===== src/sv/rmcc_pkg.sv =====
`timescale 1ns / 1ps
// Shared types, constants and helpers for the RLE mask color compositor.
// No dependencies; the other files that use it refer to this package by scoped names.
package rmcc_pkg;

    localparam int MAX_WIDTH   = 64;
    localparam int MAX_HEIGHT  = 64;
    localparam int PIX_DEPTH   = MAX_WIDTH * MAX_HEIGHT;
    localparam int ADDR_W      = $clog2(PIX_DEPTH);

    localparam int CFG_W       = 7;
    localparam int OP_W        = 2;
    localparam int CAT_W       = 8;
    localparam int RUN_W       = 13;
    localparam int POS_W       = 13;
    localparam int RD_W        = 6;
    localparam int COL_W       = 7;
    localparam int ROW_W       = 6;
    localparam int COLOR_W     = 24;
    localparam int CHAN_W      = 8;
    localparam int STAT_W      = 2;
    localparam int HASH_W      = 32;
    localparam int CFG_IDX_W   = 1;

    localparam logic [HASH_W-1:0] HASH_MUL = 32'h045d9f3b;
    localparam int HASH_SHIFT  = 16;

    localparam logic [CFG_IDX_W-1:0] CFG_IDX_WIDTH  = 1'b0;
    localparam logic [CFG_IDX_W-1:0] CFG_IDX_HEIGHT = 1'b1;

    localparam int Q_DEPTH     = 2;
    localparam int Q_PTR_W     = $clog2(Q_DEPTH);
    localparam int Q_CNT_W     = $clog2(Q_DEPTH + 1);

    localparam int DIV_STEPS   = POS_W;
    localparam int DIV_CNT_W   = $clog2(DIV_STEPS);

    typedef enum logic [OP_W-1:0] {
        OP_CLEAR = 2'd0,
        OP_START = 2'd1,
        OP_RUN   = 2'd2,
        OP_READ  = 2'd3
    } t_op;

    typedef enum logic [STAT_W-1:0] {
        ST_OK   = 2'd0,
        ST_DROP = 2'd1,
        ST_OOB  = 2'd2
    } t_status;

    typedef struct packed {
        t_op                 op;
        logic [COLOR_W-1:0]  color;
        logic [RUN_W-1:0]    run;
        logic [ADDR_W-1:0]   raddr;
        logic                rd_oob;
    } t_cmd;

    function automatic logic [CFG_W-1:0] eff_dim(input logic [CFG_W-1:0] v,
                                                 input int max_v);
        logic [CFG_W-1:0] res;
        res = v;
        if (v == '0) begin
            res = CFG_W'(1);
        end else if (v > CFG_W'(max_v)) begin
            res = CFG_W'(max_v);
        end
        return res;
    endfunction

endpackage


===== src/sv/rmcc_queue.sv =====
`timescale 1ns / 1ps
// Short command queue between the front end and the back end.
// Depends on rmcc_pkg.
module rmcc_queue (
    input  logic                i_clk,
    input  logic                i_rst_n,
    input  logic                i_push,
    input  rmcc_pkg::t_cmd      i_cmd,
    input  logic                i_pop,
    output logic                o_full,
    output logic                o_empty,
    output rmcc_pkg::t_cmd      o_cmd
);

    rmcc_pkg::t_cmd                r_mem [rmcc_pkg::Q_DEPTH];
    logic [rmcc_pkg::Q_PTR_W-1:0]  r_wp;
    logic [rmcc_pkg::Q_PTR_W-1:0]  r_rp;
    logic [rmcc_pkg::Q_CNT_W-1:0]  r_cnt;
    logic                          w_push;
    logic                          w_pop;

    assign o_full  = (r_cnt == rmcc_pkg::Q_CNT_W'(rmcc_pkg::Q_DEPTH));
    assign o_empty = (r_cnt == '0);
    assign w_push  = i_push && !o_full;
    assign w_pop   = i_pop && !o_empty;
    assign o_cmd   = r_mem[r_rp];

    always_ff @(posedge i_clk) begin
        if (w_push) begin
            r_mem[r_wp] <= i_cmd;
        end
    end

    always_ff @(posedge i_clk) begin
        if (!i_rst_n) begin
            r_wp  <= '0;
            r_rp  <= '0;
            r_cnt <= '0;
        end else begin
            if (w_push) begin
                r_wp <= (r_wp == rmcc_pkg::Q_PTR_W'(rmcc_pkg::Q_DEPTH - 1)) ? '0 : r_wp + 1'b1;
            end
            if (w_pop) begin
                r_rp <= (r_rp == rmcc_pkg::Q_PTR_W'(rmcc_pkg::Q_DEPTH - 1)) ? '0 : r_rp + 1'b1;
            end
            case ({w_push, w_pop})
                2'b10:   r_cnt <= r_cnt + 1'b1;
                2'b01:   r_cnt <= r_cnt - 1'b1;
                default: r_cnt <= r_cnt;
            endcase
        end
    end

    a_cnt_bound: assert property (@(posedge i_clk) disable iff (!i_rst_n)
        r_cnt <= rmcc_pkg::Q_CNT_W'(rmcc_pkg::Q_DEPTH))
        else $error("queue count above depth");

    a_no_overflow: assert property (@(posedge i_clk) disable iff (!i_rst_n)
        o_full && i_push |-> 1'b0)
        else $error("push into full queue");

    a_no_underflow: assert property (@(posedge i_clk) disable iff (!i_rst_n)
        i_pop |-> !o_empty)
        else $error("pop from empty queue");

endmodule


===== config.mk =====
export PLATFORM = sky130hd
export DESIGN_NAME = rmcc_queue
export DESIGN_NICKNAME = d
export VERILOG_FILES = /design/src/sv/rmcc_pkg.sv /design/src/sv/rmcc_queue.sv
export SDC_FILE = /design/constraint.sdc
export NUM_CORES = 1
export LEC_CHECK = 0
export BUFFER_PORTS_ARGS = -buffer_cell sky130_fd_sc_hd__buf_2
export CORE_ASPECT_RATIO = 1.2
export CORE_MARGIN = 10
export CORE_UTILIZATION = 55
export CTS_CLUSTER_DIAMETER = 40
export CTS_CLUSTER_SIZE = 25
export DETAILED_ROUTE_END_ITERATION = 7
export GPL_TIMING_DRIVEN = 0
export MAX_ROUTING_LAYER = met4
export PLACE_DENSITY = 0.83
export SLEW_MARGIN = 10
export SYNTH_ARGS = -nofsm -noshare
export SYNTH_HDL_FRONTEND = slang
export SYNTH_SLANG_ARGS = --single-unit

===== constraint.sdc =====
create_clock -name i_clk -period 6 [get_ports i_clk]
set_input_delay 0 -clock i_clk [delete_from_list [all_inputs] [get_ports i_clk]]
set_output_delay 0 -clock i_clk [all_outputs]
set_load 0.01 [all_outputs]

=== After elaboration in Yosys (flattened, before gate mapping) ===
Memory sizes are Yosys's and may differ from the RTL's. A register that Yosys moved wholly into a read port is not among the register bits.
Index checks and enable logic that the tools add are counted.
W data, S select, Z words.

* Bitwise logic cells: 0
* Shift-type cells: 0
* Div/mod/pow operators: 0
* Equality and inequality tests: 3
* Multiplexer cells: 7
* Multiply operators: 0
* Magnitude comparators: 0
* Add/subtract/negate cells: 4
* Reductions and logical operators: 6

{| class="wikitable"
|+ Operator list
! operator !! count
|-
| $mux W1 || 6
|-
| $eq A2 B2 Y1 const B || 2
|-
| $pmux W2 S2 || 1
|-
| $add A1 B1 Y1 const B || 2
|-
| $add A2 B1 Y2 const B || 1
|-
| $eq A2 B1 Y1 const B || 1
|-
| $logic_and A1 B1 Y1 || 2
|-
| $logic_not A1 Y1 || 2
|-
| $logic_not A2 Y1 || 1
|-
| $reduce_bool A2 Y1 || 1
|-
| $sub A2 B1 Y2 const B || 1
|}

* Bits of input ports: 56
* Bits in latches: 0
* Word-level logic and storage cells: 24
* Memories kept: 1
* Register bits: 4
* Memory bits (writable): 104
* Output and inout bits: 54
* Memory bits (read-only): 0

{| class="wikitable"
|+ Memory list
! name !! words !! bits a word !! rd ports !! clocked after Yosys merged registers in !! wr ports !! line !! source
|-
| r_mem || 2 || 52 || 1 || 1 || 1 || rmcc_queue.sv:15 || <nowiki>rmcc_pkg::t_cmd r_mem [rmcc_pkg::Q_DEPTH];</nowiki>
|}

=== Logic depth before layout (Yosys ltp) ===
* Depth after elaboration: 5
* Gate-level depth with buffers: 6

=== Worst setup path after synthesis ===
No wires, ideal clock.

* Path type: flip-flop to flip-flop
* Start: register r_cnt[0] in the netlist's numbering
* End: memory r_mem[0][0] in the netlist's numbering, enable pin
* Required time: 5.594 ns
* Stages on the path, launching flop included: 5
* Path buffers: 0
* Slack: 3.649 ns
* Period minus slack after synthesis: 2.351 ns
* Data arrival time: 1.945 ns
* Path through: dfxtp_1 nand2b_2 inv_2 or3_1 inv_1

* Longest elaborated chain between the ends: 5

{| class="wikitable"
|+ RTL lines
! item !! line !! source
|-
| from (decl) || rmcc_queue.sv:18 || <nowiki>logic [rmcc_pkg::Q_CNT_W-1:0] r_cnt;</nowiki>
|-
| from (signal assigned) || rmcc_queue.sv:47 || <nowiki>2'b10: r_cnt <= r_cnt + 1'b1;</nowiki>
|-
| from (signal assigned) || rmcc_queue.sv:48 || <nowiki>2'b01: r_cnt <= r_cnt - 1'b1;</nowiki>
|-
| from (signal assigned) || rmcc_queue.sv:49 || <nowiki>default: r_cnt <= r_cnt;</nowiki>
|-
| $eq A2 B2 Y1 || rmcc_queue.sv:22 || <nowiki>assign o_full = (r_cnt == rmcc_pkg::Q_CNT_W'(rmcc_pkg::Q_DEPTH));</nowiki>
|-
| via o_full || rmcc_queue.sv:10 || <nowiki>output logic o_full,</nowiki>
|-
| $logic_not A1 Y1 || rmcc_queue.sv:24 || <nowiki>assign w_push = i_push && !o_full;</nowiki>
|-
| $logic_and A1 B1 Y1 || rmcc_queue.sv:24 ||
|-
| $mux W1 || rmcc_queue.sv:29 || <nowiki>if (w_push) begin</nowiki>
|-
| $mux W1 (implied by the code) || rmcc_queue.sv:30 || <nowiki>r_mem[r_wp] <= i_cmd;</nowiki>
|-
| to (decl) || rmcc_queue.sv:15 ||
|}

The timed path passes the listed nets, and every way through them passes these cells.

=== Worst setup path in the final report ===
* Start: register r_cnt[0] in the netlist's numbering
* End: memory r_mem[0][28] in the netlist's numbering, enable pin

* Longest elaborated chain between the ends: 5

{| class="wikitable"
|+ RTL lines
! item !! line
|-
| $eq A2 B2 Y1 || rmcc_queue.sv:22
|-
| $logic_not A1 Y1 || rmcc_queue.sv:24
|-
| $logic_and A1 B1 Y1 || rmcc_queue.sv:24
|-
| $mux W1 || rmcc_queue.sv:29
|-
| $mux W1 (implied by the code) || rmcc_queue.sv:30
|}

Every way passes these cells.

==> results.md <==
- Dividing the final minimum period by the clock period gives 0.328.
- After detailed routing, the number of vias per cell comes to 5.01.
- For this design the static power due to leakage is slightly above 2 nW.
- The category of the worst setup path launch point is a register.
- The total area inside the core boundary comes to 6940 um2.
- Clock tree synthesis inserted a total of 9 buffers.
- The via count of the first global-routing pass was 2631.
- The number of distinct library cell variants in the gate-level netlist after synthesis is 19.
- TritonCTS built the clock tree.
- The final count of pins violating max slew is 0.
- After layout, the worst setup slack is ~4 ns.
- In the post-synthesis netlist, the biggest area contributors are sky130_fd_sc_hd__edfxtp_1, sky130_fd_sc_hd__mux2_2, sky130_fd_sc_hd__dfxtp_1, sky130_fd_sc_hd__xnor2_1, sky130_fd_sc_hd__buf_2.
- The clock tree skew after final layout is 0.00709 ns.
- In the global route stage, overall resource usage came out at 0.155.
- The initial utilization of the core area, before any placement, comes to 0.573.
- The net switching power figure is 0.576 mW.
- Synthesis produced a netlist whose cell count is about 190.
- The floorplan step set the die height to approximately 110 um.
- The root cell of the clock tree is sky130_fd_sc_hd__clkbuf_8.
- After the first detailed-routing iteration, the DRC count stood at 94.
- The area share of the largest cell type after synthesis is 0.786.
- The worst pin sits at a relative slew slack of 0.660.
- The required time of the critical path is 6.05 ns.
- For this run, design rule violations remaining after detail routing come to 0.
- The worst hold margin is approximately 0.055 ns.
- The Yosys step of the flow raised 0 warnings.
- The number of antenna violations at the first check in global routing is 1.
- The die outline width is just under 100 um.
- The worst-case IR drop observed on VDD is 278 uV.
- Of the total power, the share spent switching nets is 0.289.
- The average detailed-routed wire length per instance is 18.2 um.
- Pin placement for this block handled 110 I/O pins.
- The worst slack at placement is between 4 and 5 ns.
- The run finished with clean final reports.
- The post-placement cell count is roughly 390.
- The largest fanout of any net on the critical path is 32.
- Of the cells placed in the final design, the portion with a size suffix greater than 1 is 0.511.
- Entering global routing, the biggest net connects 33 pins.
- Global routing finished with a remaining overflow of 0.
- The number of rows created at floorplan is 33.
- For this run, the share of the core covered by cells in the final layout is 0.776.
- The placer's final routability congestion estimate is 0.699.
- The sequential area share after synthesis is 0.811.
- The maximum count of clock buffers along a single path is 2.
- The count of final setup violators is 0.
- The number of port buffers is around 110.
- The internal portion of the total power is 1.42 mW.
- The count of nets left with antenna violations once routing finished came out at 0.
- The setup path with the least slack is of type register to register.
- The max-cap check violation count is 0.
- The clock-pin slew of the registers on the worst-case setup and hold paths is 0.10 ns.
- The number of buffers added to fix hold violations after cts is 53.
- The routed layout has 2284 vias.
- The first global-routing pass estimated 13.2 mm of wire.
- The worst setup path is captured at a register.
- Static timing analysis puts the maximum clock frequency at 0.508 GHz.
- The combinational group share of total power is 0.301.
- From synthesis to final layout, the design area changed by 35.5%.
- The setup total negative slack is 0 ns.
- In this run the power density over the cells is roughly 370 nW/um2.
- The arrival time at the worst endpoint is 2.02 ns.
- Of the total power, the clock network draws 0.202.
- After the flow finishes, the layout carries non-filler instances totaling 456.
- The largest total area in the synthesized netlist belongs to sky130_fd_sc_hd__edfxtp_1.
- The final count of hold timing violations is 0.
- The synthesized area is 3970 um2.
- Detailed placement finished with a half-perimeter wire length of 5.52 mm.
- The number of optimization iterations in the first detailed-route pass is 4.
- The number of nets in the finished design is 420.
- The post-route minimum period is just under 2 ns.
- The total number of H-tree levels is 3.
- When the netlist entered floorplanning its net count stood at 245.
- Setup repair after global routing left no endpoint under its margin.
- The die footprint is around 11000 um2.
- The min-delay analysis places its worst path in the category input pin to register.
- The total number of clock tree sinks is 109.
- Once the clock tree was built, the resizer swapped 0 gates to a different size.
- The share of power burned in registers is 0.497.
- At the pin with the least slew margin, the transition time is 0.510 ns.
- Clock latency on the worst-skew pair, taken at its later pin, is 0.35 ns.
- The total detailed-routing wirelength is 8.32 mm.
- The average cell area after synthesis is between 20 and 25 um2.
- The synthesis-stage register bit count is 109.
- The number of post-CTS setup repair buffers is 0.
==> area by class of cell <==
cell class / instances / area (um2)
plain buffers: 6 / 28.8
inverters: 3 / 11.3
clock buffers: 10 / 138
clock inverters: 6 / 45.0
flip-flops and latches: 109 / 3220
diodes: 1 / 2.50
well taps: 87 / 109
multi-input cells: 70 / 712
fillers: 419 / 1550
repair buffers: 164 / 1120
==> power by group through the flow <==
| stage | registers (mW) | clock network, mW | logic [mW] |
|---|---|---|---|
| after global placement | 1.01 | 0 | 0.554 |
| after global routing | 1.00 | 0.441 | 0.652 |
| after floorplan | 1.00 | 0 | 0.357 |
| after detailed placement | 1.01 | 0 | 0.579 |
| final | 0.992 | 0.402 | 0.600 |
| after CTS | 0.992 | 0.413 | 0.609 |
==> final timing paths <==
| check | slack [ns] | startpoint | cells after the start | endpoint |
|---|---|---|---|---|
| min reg2reg | 0.52 | r_wp | 2 | r_wp |
| max | 4.03 | r_cnt[0] | 5 | r_mem[0][28] |
| max reg2reg | 4.03 | r_cnt[0] | 5 | r_mem[0][28] |
| min | 0.05 | i_push | 4 | r_wp |
==> Yosys cell counts <==
cell type,count
sky130_fd_sc_hd__edfxtp_1,104
sky130_fd_sc_hd__mux2_2,52
sky130_fd_sc_hd__buf_2,5
sky130_fd_sc_hd__dfxtp_1,5
sky130_fd_sc_hd__xnor2_1,3
sky130_fd_sc_hd__a21boi_1,2
sky130_fd_sc_hd__inv_1,2
sky130_fd_sc_hd__nor2b_1,2
sky130_fd_sc_hd__o21ai_0,2
sky130_fd_sc_hd__or3_1,2
sky130_fd_sc_hd__and2_1,1
sky130_fd_sc_hd__and3_1,1
sky130_fd_sc_hd__clkbuf_1,1
sky130_fd_sc_hd__ha_1,1
sky130_fd_sc_hd__inv_2,1
sky130_fd_sc_hd__nand2_1,1
sky130_fd_sc_hd__nand2b_2,1
sky130_fd_sc_hd__nor2_1,1
sky130_fd_sc_hd__o21a_1,1
==> flip-flops by register name, indices dropped and copies added, names as in the netlist, named ones only <==
name and count:
r_cnt 2, r_mem 104, r_rp 1, r_wp 1
==> stage by stage <==
stage	area, um2	total power [mW]
2_1_floorplan	3970	1.36
3_3_place_gp	4630	1.56
3_5_place_dp	4670	1.59
4_1_cts	5380	2.01
5_1_grt	5390	2.10
6_report	5390	1.99
==> critical path, cell delays in order (launching register included) <==
cell                       delay [ns]
sky130_fd_sc_hd__dfxtp_1         0.43
sky130_fd_sc_hd__nand2b_2        0.18
sky130_fd_sc_hd__inv_2           0.04
sky130_fd_sc_hd__or3_1           0.34
sky130_fd_sc_hd__inv_2           0.39
sky130_fd_sc_hd__buf_12          0.28
==> placed cells by master, fill, tap and decap left out, types with 3 or more instances in the layout <==
cell type	instances
sky130_fd_sc_hd__buf_2	114
sky130_fd_sc_hd__dfxtp_1	5
sky130_fd_sc_hd__mux2_2	52
sky130_fd_sc_hd__xnor2_1	3
sky130_fd_sc_hd__edfxtp_1	104
sky130_fd_sc_hd__clkbuf_8	10
sky130_fd_sc_hd__dlygate4sd3_1	53
==> cell families (layout without fill, tap and decap cells) <==
| family | count (synthesis) | after routing | share of synthesized area |
|---|---|---|---|
| XOR/XNOR | 3 | 3 | 0.00661 |
| adder cells (fa/ha/maj) | 1 | 1 | 0.00315 |
| AND/OR/NAND/NOR | 9 | 9 | 0.0135 |
| flip-flops | 109 | 109 | 0.811 |
| multiplexers | 52 | 52 | 0.147 |
| AO/OA/AOI/OAI | 5 | 5 | 0.00819 |
| buffers and inverters | 9 | 189 | 0.0101 |
| other | 0 | 1 | 0 |
==> layer usage <==
layer	share of wire	GRT usage
met1	0.38	0.155
met2	0.55	0.274
met3	0.046	0.0396
met4	0.032	0.0796
met5	0	-
(Power assumes the default switching activity.)
