<file path="config.mk">
export PLATFORM = sky130hd
export DESIGN_NAME = rmcc_front
export DESIGN_NICKNAME = d
export VERILOG_FILES = /design/src/sv/rmcc_pkg.sv /design/src/sv/rmcc_front.sv
export SDC_FILE = /design/constraint.sdc
export NUM_CORES = 1
export LEC_CHECK = 0
export BUFFER_PORTS_ARGS = -buffer_cell sky130_fd_sc_hd__buf_2
export CAP_MARGIN = 20
export CORE_UTILIZATION = 60
export CTS_CLUSTER_SIZE = 40
export DETAILED_ROUTE_END_ITERATION = 10
export GPL_ROUTABILITY_DRIVEN = 0
export GPL_TIMING_DRIVEN = 0
export PLACE_DENSITY = 0.83
export SLEW_MARGIN = 20
export SYNTH_ARGS = -nofsm -noshare
export SYNTH_HDL_FRONTEND = slang
export SYNTH_SLANG_ARGS = --single-unit
export TNS_END_PERCENT = 30
</file>
<file path="constraint.sdc">
create_clock -name i_clk -period 8.06 [get_ports i_clk]
set_clock_uncertainty 0.1 [all_clocks]
set_input_delay 0 -clock i_clk [delete_from_list [all_inputs] [get_ports i_clk]]
set_output_delay 0 -clock i_clk [all_outputs]
set_load 0.005 [all_outputs]
</file>
<file path="src/sv/rmcc_pkg.sv">
`timescale 1ns / 1ps
// Shared types, constants and helpers for the RLE mask color compositor.
// No dependencies; the other files that use it refer to this package by scoped names.
package rmcc_pkg;

    localparam int MAX_WIDTH   = 64;
    localparam int MAX_HEIGHT  = 64;
    localparam int PIX_DEPTH   = MAX_WIDTH * MAX_HEIGHT;
    localparam int ADDR_W      = $clog2(PIX_DEPTH);

    localparam int CFG_W       = 7;
    localparam int OP_W        = 2;
    localparam int CAT_W       = 8;
    localparam int RUN_W       = 13;
    localparam int POS_W       = 13;
    localparam int RD_W        = 6;
    localparam int COL_W       = 7;
    localparam int ROW_W       = 6;
    localparam int COLOR_W     = 24;
    localparam int CHAN_W      = 8;
    localparam int STAT_W      = 2;
    localparam int HASH_W      = 32;
    localparam int CFG_IDX_W   = 1;

    localparam logic [HASH_W-1:0] HASH_MUL = 32'h045d9f3b;
    localparam int HASH_SHIFT  = 16;

    localparam logic [CFG_IDX_W-1:0] CFG_IDX_WIDTH  = 1'b0;
    localparam logic [CFG_IDX_W-1:0] CFG_IDX_HEIGHT = 1'b1;

    localparam int Q_DEPTH     = 2;
    localparam int Q_PTR_W     = $clog2(Q_DEPTH);
    localparam int Q_CNT_W     = $clog2(Q_DEPTH + 1);

    localparam int DIV_STEPS   = POS_W;
    localparam int DIV_CNT_W   = $clog2(DIV_STEPS);

    typedef enum logic [OP_W-1:0] {
        OP_CLEAR = 2'd0,
        OP_START = 2'd1,
        OP_RUN   = 2'd2,
        OP_READ  = 2'd3
    } t_op;

    typedef enum logic [STAT_W-1:0] {
        ST_OK   = 2'd0,
        ST_DROP = 2'd1,
        ST_OOB  = 2'd2
    } t_status;

    typedef struct packed {
        t_op                 op;
        logic [COLOR_W-1:0]  color;
        logic [RUN_W-1:0]    run;
        logic [ADDR_W-1:0]   raddr;
        logic                rd_oob;
    } t_cmd;

    function automatic logic [CFG_W-1:0] eff_dim(input logic [CFG_W-1:0] v,
                                                 input int max_v);
        logic [CFG_W-1:0] res;
        res = v;
        if (v == '0) begin
            res = CFG_W'(1);
        end else if (v > CFG_W'(max_v)) begin
            res = CFG_W'(max_v);
        end
        return res;
    endfunction

endpackage

</file>
<file path="src/sv/rmcc_front.sv">
`timescale 1ns / 1ps
// Front end: takes requests, decodes them, hashes the category into a color
// and bounds-checks reads, then pushes a command. Depends on rmcc_pkg.
module rmcc_front (
    input  logic                           i_clk,
    input  logic                           i_rst_n,
    input  logic                           i_init_done,
    input  logic                           i_valid,
    output logic                           o_ready,
    input  logic [rmcc_pkg::OP_W-1:0]      i_opcode,
    input  logic [rmcc_pkg::CAT_W-1:0]     i_category_index,
    input  logic [rmcc_pkg::RUN_W-1:0]     i_run_length,
    input  logic [rmcc_pkg::RD_W-1:0]      i_read_column,
    input  logic [rmcc_pkg::RD_W-1:0]      i_read_row,
    input  logic [rmcc_pkg::CFG_W-1:0]     i_eff_width,
    input  logic [rmcc_pkg::CFG_W-1:0]     i_eff_height,
    input  logic                           i_q_full,
    output logic                           o_q_push,
    output rmcc_pkg::t_cmd                 o_q_cmd
);

    typedef enum logic [2:0] {
        F_IDLE = 3'b001,
        F_HASH = 3'b010,
        F_PUSH = 3'b100
    } t_fstate;

    t_fstate                          r_state;
    rmcc_pkg::t_cmd                   r_cmd;
    logic [rmcc_pkg::HASH_W-1:0]      r_h1;
    logic [rmcc_pkg::HASH_W-1:0]      w_mix;
    logic [rmcc_pkg::HASH_W-1:0]      w_prod;
    logic                             w_accept;

    assign o_ready  = (r_state == F_IDLE) && i_init_done;
    assign w_accept = i_valid && o_ready;
    assign w_mix    = r_h1 ^ (r_h1 >> rmcc_pkg::HASH_SHIFT);
    assign w_prod   = rmcc_pkg::HASH_W'(w_mix * rmcc_pkg::HASH_MUL);
    assign o_q_push = (r_state == F_PUSH) && !i_q_full;
    assign o_q_cmd  = r_cmd;

    always_ff @(posedge i_clk) begin
        if (!i_rst_n) begin
            r_state <= F_IDLE;
        end else begin
            case (r_state)
                F_IDLE: begin
                    if (w_accept) begin
                        r_state <= (rmcc_pkg::t_op'(i_opcode) == rmcc_pkg::OP_START)
                                   ? F_HASH : F_PUSH;
                    end
                end
                F_HASH: begin
                    r_state <= F_PUSH;
                end
                F_PUSH: begin
                    if (!i_q_full) begin
                        r_state <= F_IDLE;
                    end
                end
                default: r_state <= F_IDLE;
            endcase
        end
    end

    always_ff @(posedge i_clk) begin
        if (w_accept) begin
            // first round: the shifted term of an 8-bit value is zero
            r_h1         <= rmcc_pkg::HASH_W'(rmcc_pkg::HASH_W'(i_category_index)
                                              * rmcc_pkg::HASH_MUL);
            r_cmd.op     <= rmcc_pkg::t_op'(i_opcode);
            r_cmd.color  <= '0;
            r_cmd.run    <= i_run_length;
            r_cmd.raddr  <= rmcc_pkg::ADDR_W'(
                                rmcc_pkg::ADDR_W'(i_read_row)
                                * rmcc_pkg::ADDR_W'(rmcc_pkg::MAX_WIDTH)
                                + rmcc_pkg::ADDR_W'(i_read_column));
            r_cmd.rd_oob <= ({1'b0, i_read_column} >= i_eff_width)
                         || ({1'b0, i_read_row} >= i_eff_height);
        end else if (r_state == F_HASH) begin
            r_cmd.color  <= rmcc_pkg::COLOR_W'(w_prod ^ (w_prod >> rmcc_pkg::HASH_SHIFT));
        end
    end

endmodule

</file>
==> After elaboration in Yosys (flattened, before gate mapping) <==
Index checks and enable logic that the tools add are counted.
{ "classes": {"n_addsub": 1, "multipliers": 2, "div_mod_pow": 0, "magnitude_cmp": 2, "n_eq_ne": 6, "shifts": 0, "mux": 4, "bitwise_logic": 2, "n_reduce_logical": 6} }
{ "op_table": {"columns": ["cell", "count"], "rows": [
  ["multiplier 32 x 27 -> 32 bit (second input constant)", 1],
  ["multiplier 8 x 27 -> 32 bit (second input constant)", 1],
  ["bitwise XOR 32 x 16 -> 32 bit", 1],
  ["bitwise XOR 24 x 16 -> 24 bit", 1],
  ["greater-or-equal comparator 6 x 7 -> 1 bit", 2],
  ["adder 12 x 6 -> 12 bit", 1],
  ["2-to-1 mux 3 bit", 3],
  ["case mux 3 bit (3 select lines)", 1],
  ["!= test 2 bit (second input constant)", 2],
  ["== test 3 x 1 -> 1 bit (second input constant)", 1],
  ["== test 3 x 2 -> 1 bit (second input constant)", 1],
  ["== test 3 bit (second input constant)", 1],
  ["logical AND 1 bit", 3],
  ["== test 2 x 1 -> 1 bit (second input constant)", 1],
  ["AND reduction 2 bit", 1],
  ["logical NOT 1 bit", 1],
  ["logical OR 1 bit", 1]
]} }
{ "word_totals": {"ff_bits": 87, "latch_bits": 0, "ramBits": 0, "rom_bits": 0, "memories": 0} }

==> Logic depth before layout (Yosys ltp) <==
Gate-level depths: netlist of run 1.
{ "logic_depth": {"depth_word": 5, "ltp_mapped": 26} }

==> Least setup slack after synthesis of run 1 <==
Ideal clock, no wire load.
{ "synth_path": {"path_kind": "reg-to-reg", "startpoint": "register r_h1[23] (netlist name)", "endpoint": "register r_cmd, in the netlist o_q_cmd[40]", "setup_ns": 0.243, "arrival_time_ns": 6.035, "required_ns": 7.717, "path_slack_ns": 1.682, "path_stages_with_launch": 24, "n_path_buf": 1, "period_less_slack_ns": 6.378, "path_cell_list": "edfxtp_1 -> xor2_1 -> inv_1 -> fa_1 -> inv_1 -> ha_1 -> fa_1 -> fa_1 -> inv_1 -> fa_1 -> inv_1 -> fa_1 -> fa_1 -> ha_1 -> clkbuf_1 -> nand2_1 -> nor2_1 -> and3_1 -> o2bb2ai_2 -> a41o_1 -> o221ai_2 -> o21ai_1 -> mux2i_1 -> a21oi_1"} }
{ "synth_via": {"elab_chain_cells": 3} }
{ "synth_lines": {"columns": ["item", "line", "text"], "rows": [
  ["start, declared", "rmcc_front.sv:30", "logic [rmcc_pkg::HASH_W-1:0] r_h1;"],
  ["start signal, assigned", "rmcc_front.sv:69", "r_h1 <= rmcc_pkg::HASH_W'(rmcc_pkg::HASH_W'(i_category_index)"],
  ["bitwise XOR 32 x 16 -> 32 bit", "rmcc_front.sv:37", "assign w_mix = r_h1 ^ (r_h1 >> rmcc_pkg::HASH_SHIFT);"],
  ["multiplier 32 x 27 -> 32 bit", "rmcc_front.sv:38", "assign w_prod = rmcc_pkg::HASH_W'(w_mix * rmcc_pkg::HASH_MUL);"],
  ["bitwise XOR 24 x 16 -> 24 bit", "rmcc_front.sv:81", "r_cmd.color <= rmcc_pkg::COLOR_W'(w_prod ^ (w_prod >> rmcc_pkg::HASH_SHIFT));"],
  ["end, declared", "rmcc_front.sv:29", "rmcc_pkg::t_cmd r_cmd;"]
]} }
No other way between the ends.
A chain may end at the register's enable or synchronous reset.

==> Worst setup path in the final report of run 1 <==
{ "layout_path": {"startpoint": "register r_h1[24] (netlist name)", "endpoint": "register r_cmd, in the netlist o_q_cmd[41]"} }
The elaborated chain is that of the path after synthesis.

==> run metrics, run 1 <==
status=completed; Die Ht=164 um; root buffer cell=clkbuf_16; layout cells sized above 1=8.53%; cell with the most instances after synthesis=inv_1; CP max stage cell=edfxtp_1; remaining antenna violation count=0; element type at the critical path start=flip-flop; Final nets=2286; CTS Sinks=87; WL per Instance=19.5 um; Ys Warns=0; share of the synthesized area in the top cell type=34.0%; global-route wire length before repair=63500 um; RSZ-0062 raised after global routing=no; Crit. End Element=flip-flop; initial antenna violation count=0; Async SR Flop Fraction=0%; post-synth top area cell=fa_1; DR DRC count=0; most common library cells after synthesis=502 x inv_1, 268 x fa_1, 245 x ha_1, 87 x xnor2_1, 61 x a21oi_1; Max H-tree Level=3; Highest Clock Rate=129 MHz; initial core utilization=61.9%; DRT iter0 DRCs=768; CP peak stage delay=0.66 ns; clock buffer count from CTS=9; Syn Area/Cell=10.1 um^2; Clock Tree Buf Depth=2; HPWL after detailed placement=33600 um; Die X=164 um; Final min period=7.76 ns; site row count=58; vias per inst=5.58; Worst Tran Pin Value=1.13 ns; post-synth cell types=64; largest net degree at the start of global routing=60; cell chain of the critical path=xor2_1 -> inv_1 -> xnor2_1 -> xnor2_1 -> ha_1 -> fa_1 -> fa_1 -> inv_1 -> fa_1 -> inv_1 -> fa_1 -> fa_1 -> ha_1 -> clkbuf_1 -> nand4_1 -> a21oi_1 -> o32ai_1 -> a21oi_1 -> nand4_1 -> and3_1 -> o31ai_1 -> xnor2_1 -> a21oi_1; via count=11.5k; clk slew on worst S/H paths=0.07 ns; worst-path fanout max=7; max-cap violations=0; Setup violations, final=0; Port-buffer cells=107; CP required=8.17 ns; drt first pass iters=6; Syn Inst Count=1568; die area=26900 um^2; final hold vios=0; vias in the first global route=12.7k; WP data arrival=7.87 ns; CTS tree=done; CP most frequent cell=fa_1; relative slew slack=24.2%; register area=2340 um^2; postcts setup bufs=0; sequential fraction of the synthesis area=14.9%; number of synthesized flops with an enable pin=60; final WL=40100 um; Slew Viols, Final=0; #FFs+latches synth=87; Clock Latency Late Sink=0.35 ns; GRT Total Usage=31.4%; top cell family by delay on the critical path=adder cells; total grt overflow=0; I/O pin total=108; synthesized cell area=15800 um^2; Setup TNS=0 ns; multi-input logic area=11500 um^2; Most used DFF post-synth=edfxtp_1; dominant cells by area after synthesis=fa_1 34%, ha_1 19%, inv_1 12%, edfxtp_1 11%, xnor2_1 4.8%; Antenna Cells=0; Hold WC Path Type=input pin to flip-flop; Syn Nets=2135; Crit path buffers/inverters=4; Final period util=96.3%; P&R area growth vs syn=10.3%; FILL cells=1764; core area=25500 um^2; Setup CP Type=flip-flop to flip-flop
[logic make-up after synthesis]
| group | synth area share, % |
|---|---|
| XOR/XNOR | 7.27 |
| AND/OR/NAND/NOR | 4.64 |
| adder cells (fa/ha/maj) | 53.5 |
| flip-flops | 14.9 |
| buffers and inverters | 12.2 |
| AO/OA/AOI/OAI | 7.55 |
| multiplexers | 0.0635 |
[metal layers]
| metal | global-route usage [%] | part of all wire (%) | up-vias |
|---|---|---|---|
| met5 | 0 | 0 | - |
| met4 | 18.4 | 6.2 | 0 |
| met3 | 4.70 | 6.1 | 153 |
| met2 | 55.1 | 50 | 498 |
| met1 | 36.4 | 37 | 5691 |
| li1 | - | - | 5115 |
[worst reg2reg max path, cell delays in order (launching register included)]
cell and delay (ns):
edfxtp_1 0.66, xor2_1 0.58, inv_1 0.26, xnor2_1 0.49, xnor2_1 0.28, ha_1 0.35
fa_1 0.47, fa_1 0.52, inv_1 0.05, fa_1 0.53, inv_1 0.05, fa_1 0.49
fa_1 0.44, ha_1 0.29, clkbuf_1 0.28, nand4_1 0.15, a21oi_1 0.18, o32ai_1 0.11
a21oi_1 0.35, nand4_1 0.19, and3_1 0.21, o31ai_1 0.30, xnor2_1 0.18, a21oi_1 0.10
[registers in the layout, summed over array words and instances, names as in the netlist]
signal   cells
o_q_cmd     52
r_h1        32
r_state      3
[final timing paths]
check	startpoint	to	slack (ns)	depth (start not counted)
max reg2reg	r_h1[24]$_DFFE_PP_	o_q_cmd[41]$_SDFFE_PP0P_	0.30	23
min reg2reg	o_q_cmd[47]$_SDFFE_PP0P_	o_q_cmd[47]$_SDFFE_PP0P_	0.35	2
min	i_q_full	r_state[0]$_SDFFE_PN1P_	0.007	3
max	r_h1[24]$_DFFE_PP_	o_q_cmd[41]$_SDFFE_PP0P_	0.30	23
[placed cells by master, fill, tap and decap left out, types with 6 or more instances in the layout]
master,instances
a211oi_1,14
a21o_1,22
a21oi_1,61
buf_2,107
clkbuf_1,7
clkbuf_16,9
dfxtp_1,27
dlygate4sd3_1,32
edfxtp_1,60
fa_1,268
ha_1,245
inv_1,502
nand2_1,51
nand2b_1,15
nand3_1,8
nor2_1,33
nor3_1,6
o21ai_0,26
o21ai_1,7
xnor2_1,87
xor2_1,43
[area by class of cell]
class                           count  share of cell area [%]
Tap cell                          330                    2.37
Clock buffer                        9                    1.30
Sequential cell                    87                    13.5
Clock inverter                      7                   0.489
Timing Repair Buffer              140                    5.08
Inverter                          502                    10.8
Multi-Input combinational cell    970                    66.2
Buffer                              9                   0.216
[repair_timing]
action	CTS	global route
resized for setup	0	0
hold endpoints to repair	33	0
hold buffers	32	0
[metrics by stage]
step | hold WS (ns) | instance area (um^2) | worst slack (ns) | utilization (%) | cells
floorplan | -0.0660 | 15800 | 1.68 | - | 1568
global placement | 0.0770 | 16700 | 0.577 | 65.6 | 2005
detailed placement | 0.0785 | 16800 | 0.419 | 65.8 | 2006
CTS | 0.00829 | 17400 | 0.382 | 68.2 | 2054
global route | 0.0127 | 17400 | 0.0917 | 68.3 | 2054
finish | 0.00747 | 17400 | 0.296 | 68.3 | 2054
Power of run 1 is left out: the tool's default activity adds up to more than one toggle a clock period on the data nets, which glitch-free logic cannot reach.
==> run 2, diff against run 1 <==
--- a/config.mk
+++ b/config.mk
@@ -15,2 +15,3 @@
 export PLACE_DENSITY = 0.83
+export RECOVER_POWER = 50
 export SLEW_MARGIN = 20
--- a/constraint.sdc
+++ b/constraint.sdc
@@ -4,2 +4,2 @@
 set_output_delay 0 -clock i_clk [all_outputs]
-set_load 0.005 [all_outputs]
+set_load 0.01 [all_outputs]
==> run metrics, run 2 (synthesis results as in run 1) <==
status=finished, violations left (was completed); failing checks=capacitance limit, slew limit; clock buffer count from CTS=9 (unchanged); Clock Tree Buf Depth=2 (unchanged); Antenna Cells=0 (unchanged); Crit path buffers/inverters=4 (unchanged); CTS resizes=0 (unchanged); cell chain of the critical path=xor2_1 -> inv_1 -> xnor2_1 -> xnor2_1 -> ha_1 -> fa_1 -> fa_1 -> inv_1 -> fa_1 -> inv_1 -> fa_1 -> fa_1 -> ha_1 -> clkbuf_1 -> nand4_1 -> a21oi_1 -> o32ai_1 -> a21oi_1 -> nand4_1 -> and3_1 -> o31ai_1 -> xnor2_1 -> a21oi_1 (unchanged); final instance area=17300 um^2 (was 17400 um^2); vias per inst=5.57 (was 5.58); WP data arrival=7.88 ns (was 7.87 ns); I/O pin total=108 (unchanged); CP peak stage delay=0.66 ns (about the same); global-route wire length before repair=63500 um (unchanged); CTS Sinks=87 (unchanged); most frequent cells in the layout=502 x inv_1, 268 x fa_1, 245 x ha_1, 87 x xnor2_1, 78 x clkbuf_1 (was 502 x inv_1, 268 x fa_1, 245 x ha_1, 107 x buf_2, 87 x xnor2_1); HPWL after detailed placement=33600 um (unchanged); element type at the critical path start=flip-flop (unchanged); Port-buffer cells=107 (unchanged); die area=26900 um^2 (unchanged); root buffer cell=clkbuf_16 (unchanged); Slew Viols, Final=60 (was 0); Hold WC Path Type=input pin to flip-flop (unchanged); Highest Clock Rate=129 MHz (about the same); CP startpoint=r_h1[24]$_DFFE_PP_ (unchanged); Max H-tree Level=3 (unchanged); CP most frequent cell=fa_1 (unchanged); top cell family by delay on the critical path=adder cells (unchanged); Setup CP Type=flip-flop to flip-flop (unchanged); worst reg2reg setup slack=0.28 ns (was 0.30 ns); relative slew slack=-115% (was 24.2%); drt first pass iters=5 (was 6); Area after DPL=16800 um^2 (unchanged); CP required=8.17 ns (about the same); min-delay src=i_q_full (unchanged); worst r2r src=r_h1[24]$_DFFE_PP_ (unchanged); commonest non-fill, non-tap cell in the layout=inv_1 (unchanged); total grt overflow=0 (unchanged); final hold vios=0 (unchanged); Final nets=2286 (unchanged); Clock Latency Late Sink=0.35 ns (about the same); initial antenna violation count=0 (unchanged); core area=25500 um^2 (unchanged); max reg flops=52 (unchanged); P&R area growth vs syn=9.54% (was 10.3%); GRT Total Usage=31.4% (unchanged); DRT iter0 DRCs=781 (was 768); Final min period=7.78 ns (was 7.76 ns); Die X=164 um (unchanged); FILL cells=1807 (was 1764); vias in the first global route=12.7k (unchanged); site row count=58 (unchanged); remaining antenna violation count=0 (unchanged); RSZ-0062 raised after global routing=no (unchanged); initial core utilization=61.9% (unchanged); max-cap violations=1 (was 0); DR DRC count=0 (unchanged); via count=11.4k (was 11.5k); Die Ht=164 um (unchanged); WL per Instance=19.6 um (was 19.5 um); CTS tree=done (unchanged); worst-path fanout max=7 (unchanged); layout cells sized above 1=4.41% (was 8.53%); Final period util=96.5% (was 96.3%); Setup violations, final=0 (unchanged); Worst Tran Pin Value=3.23 ns (was 1.13 ns); final WL=40200 um (was 40100 um); CP max stage cell=edfxtp_1 (unchanged); clk slew on worst S/H paths=0.07 ns (about the same); Setup TNS=0 ns (unchanged); Crit. End Element=flip-flop (unchanged); largest net degree at the start of global routing=60 (unchanged)
-- run 2: changes by cell type in the layout (fill, tap and decap cells not counted), sizes merged --
| cell | change |
|---|---|
| clkbuf | +71 |
| buf | -71 |
-- run 2: metrics by stage --
stage                     hold WS (ns)  util [%]  worst slack (ns)  std cells
after global routing            0.0127      67.8            0.0648       2054
after CTS                      0.00829      68.2             0.382       2054
final                          0.00526      67.8             0.284       2054
after global placement          0.0770      65.6             0.577       2005
after detailed placement        0.0785      65.8             0.419       2006
after floorplan                -0.0496         -              1.68       1568
-- run 2: tightest hold or removal path: stages --
cell,delay [ns]
buf_2,0.11
nor4bb_1,0.16
o21ai_0,0.15
-- run 2: area by class of cell --
type                       instances  area (um^2)  share of cell area (%)
multi-input combinational        970        11500                    66.7
sequential                        87         2340                    13.6
inverter                         502         1880                    10.9
timing repair buffer             140          773                    4.48
tap                              330          413                    2.39
clock buffer                       9          225                    1.30
clock inverter                     7         85.1                   0.493
buffer                             9         33.8                   0.196
-- run 2: final timing paths --
path                              end  cells past startpoint
min reg2reg  o_q_cmd[47]$_SDFFE_PP0P_                      2
max reg2reg  o_q_cmd[41]$_SDFFE_PP0P_                     23
max          o_q_cmd[41]$_SDFFE_PP0P_                     23
min           r_state[0]$_SDFFE_PN1P_                      3
-- run 2: routing by layer --
metal,share of wire [%],global-route usage [%]
met1,38,36.4
met2,50,55.1
met3,6.1,4.70
met4,6.3,18.4
met5,0,0
-- run 2: timing repair --
item	in CTS	in global routing
setup buffers	0	0
hold endpoints to repair	33	0
hold buffers	32	0
Power of run 2 is left out for the same reason.
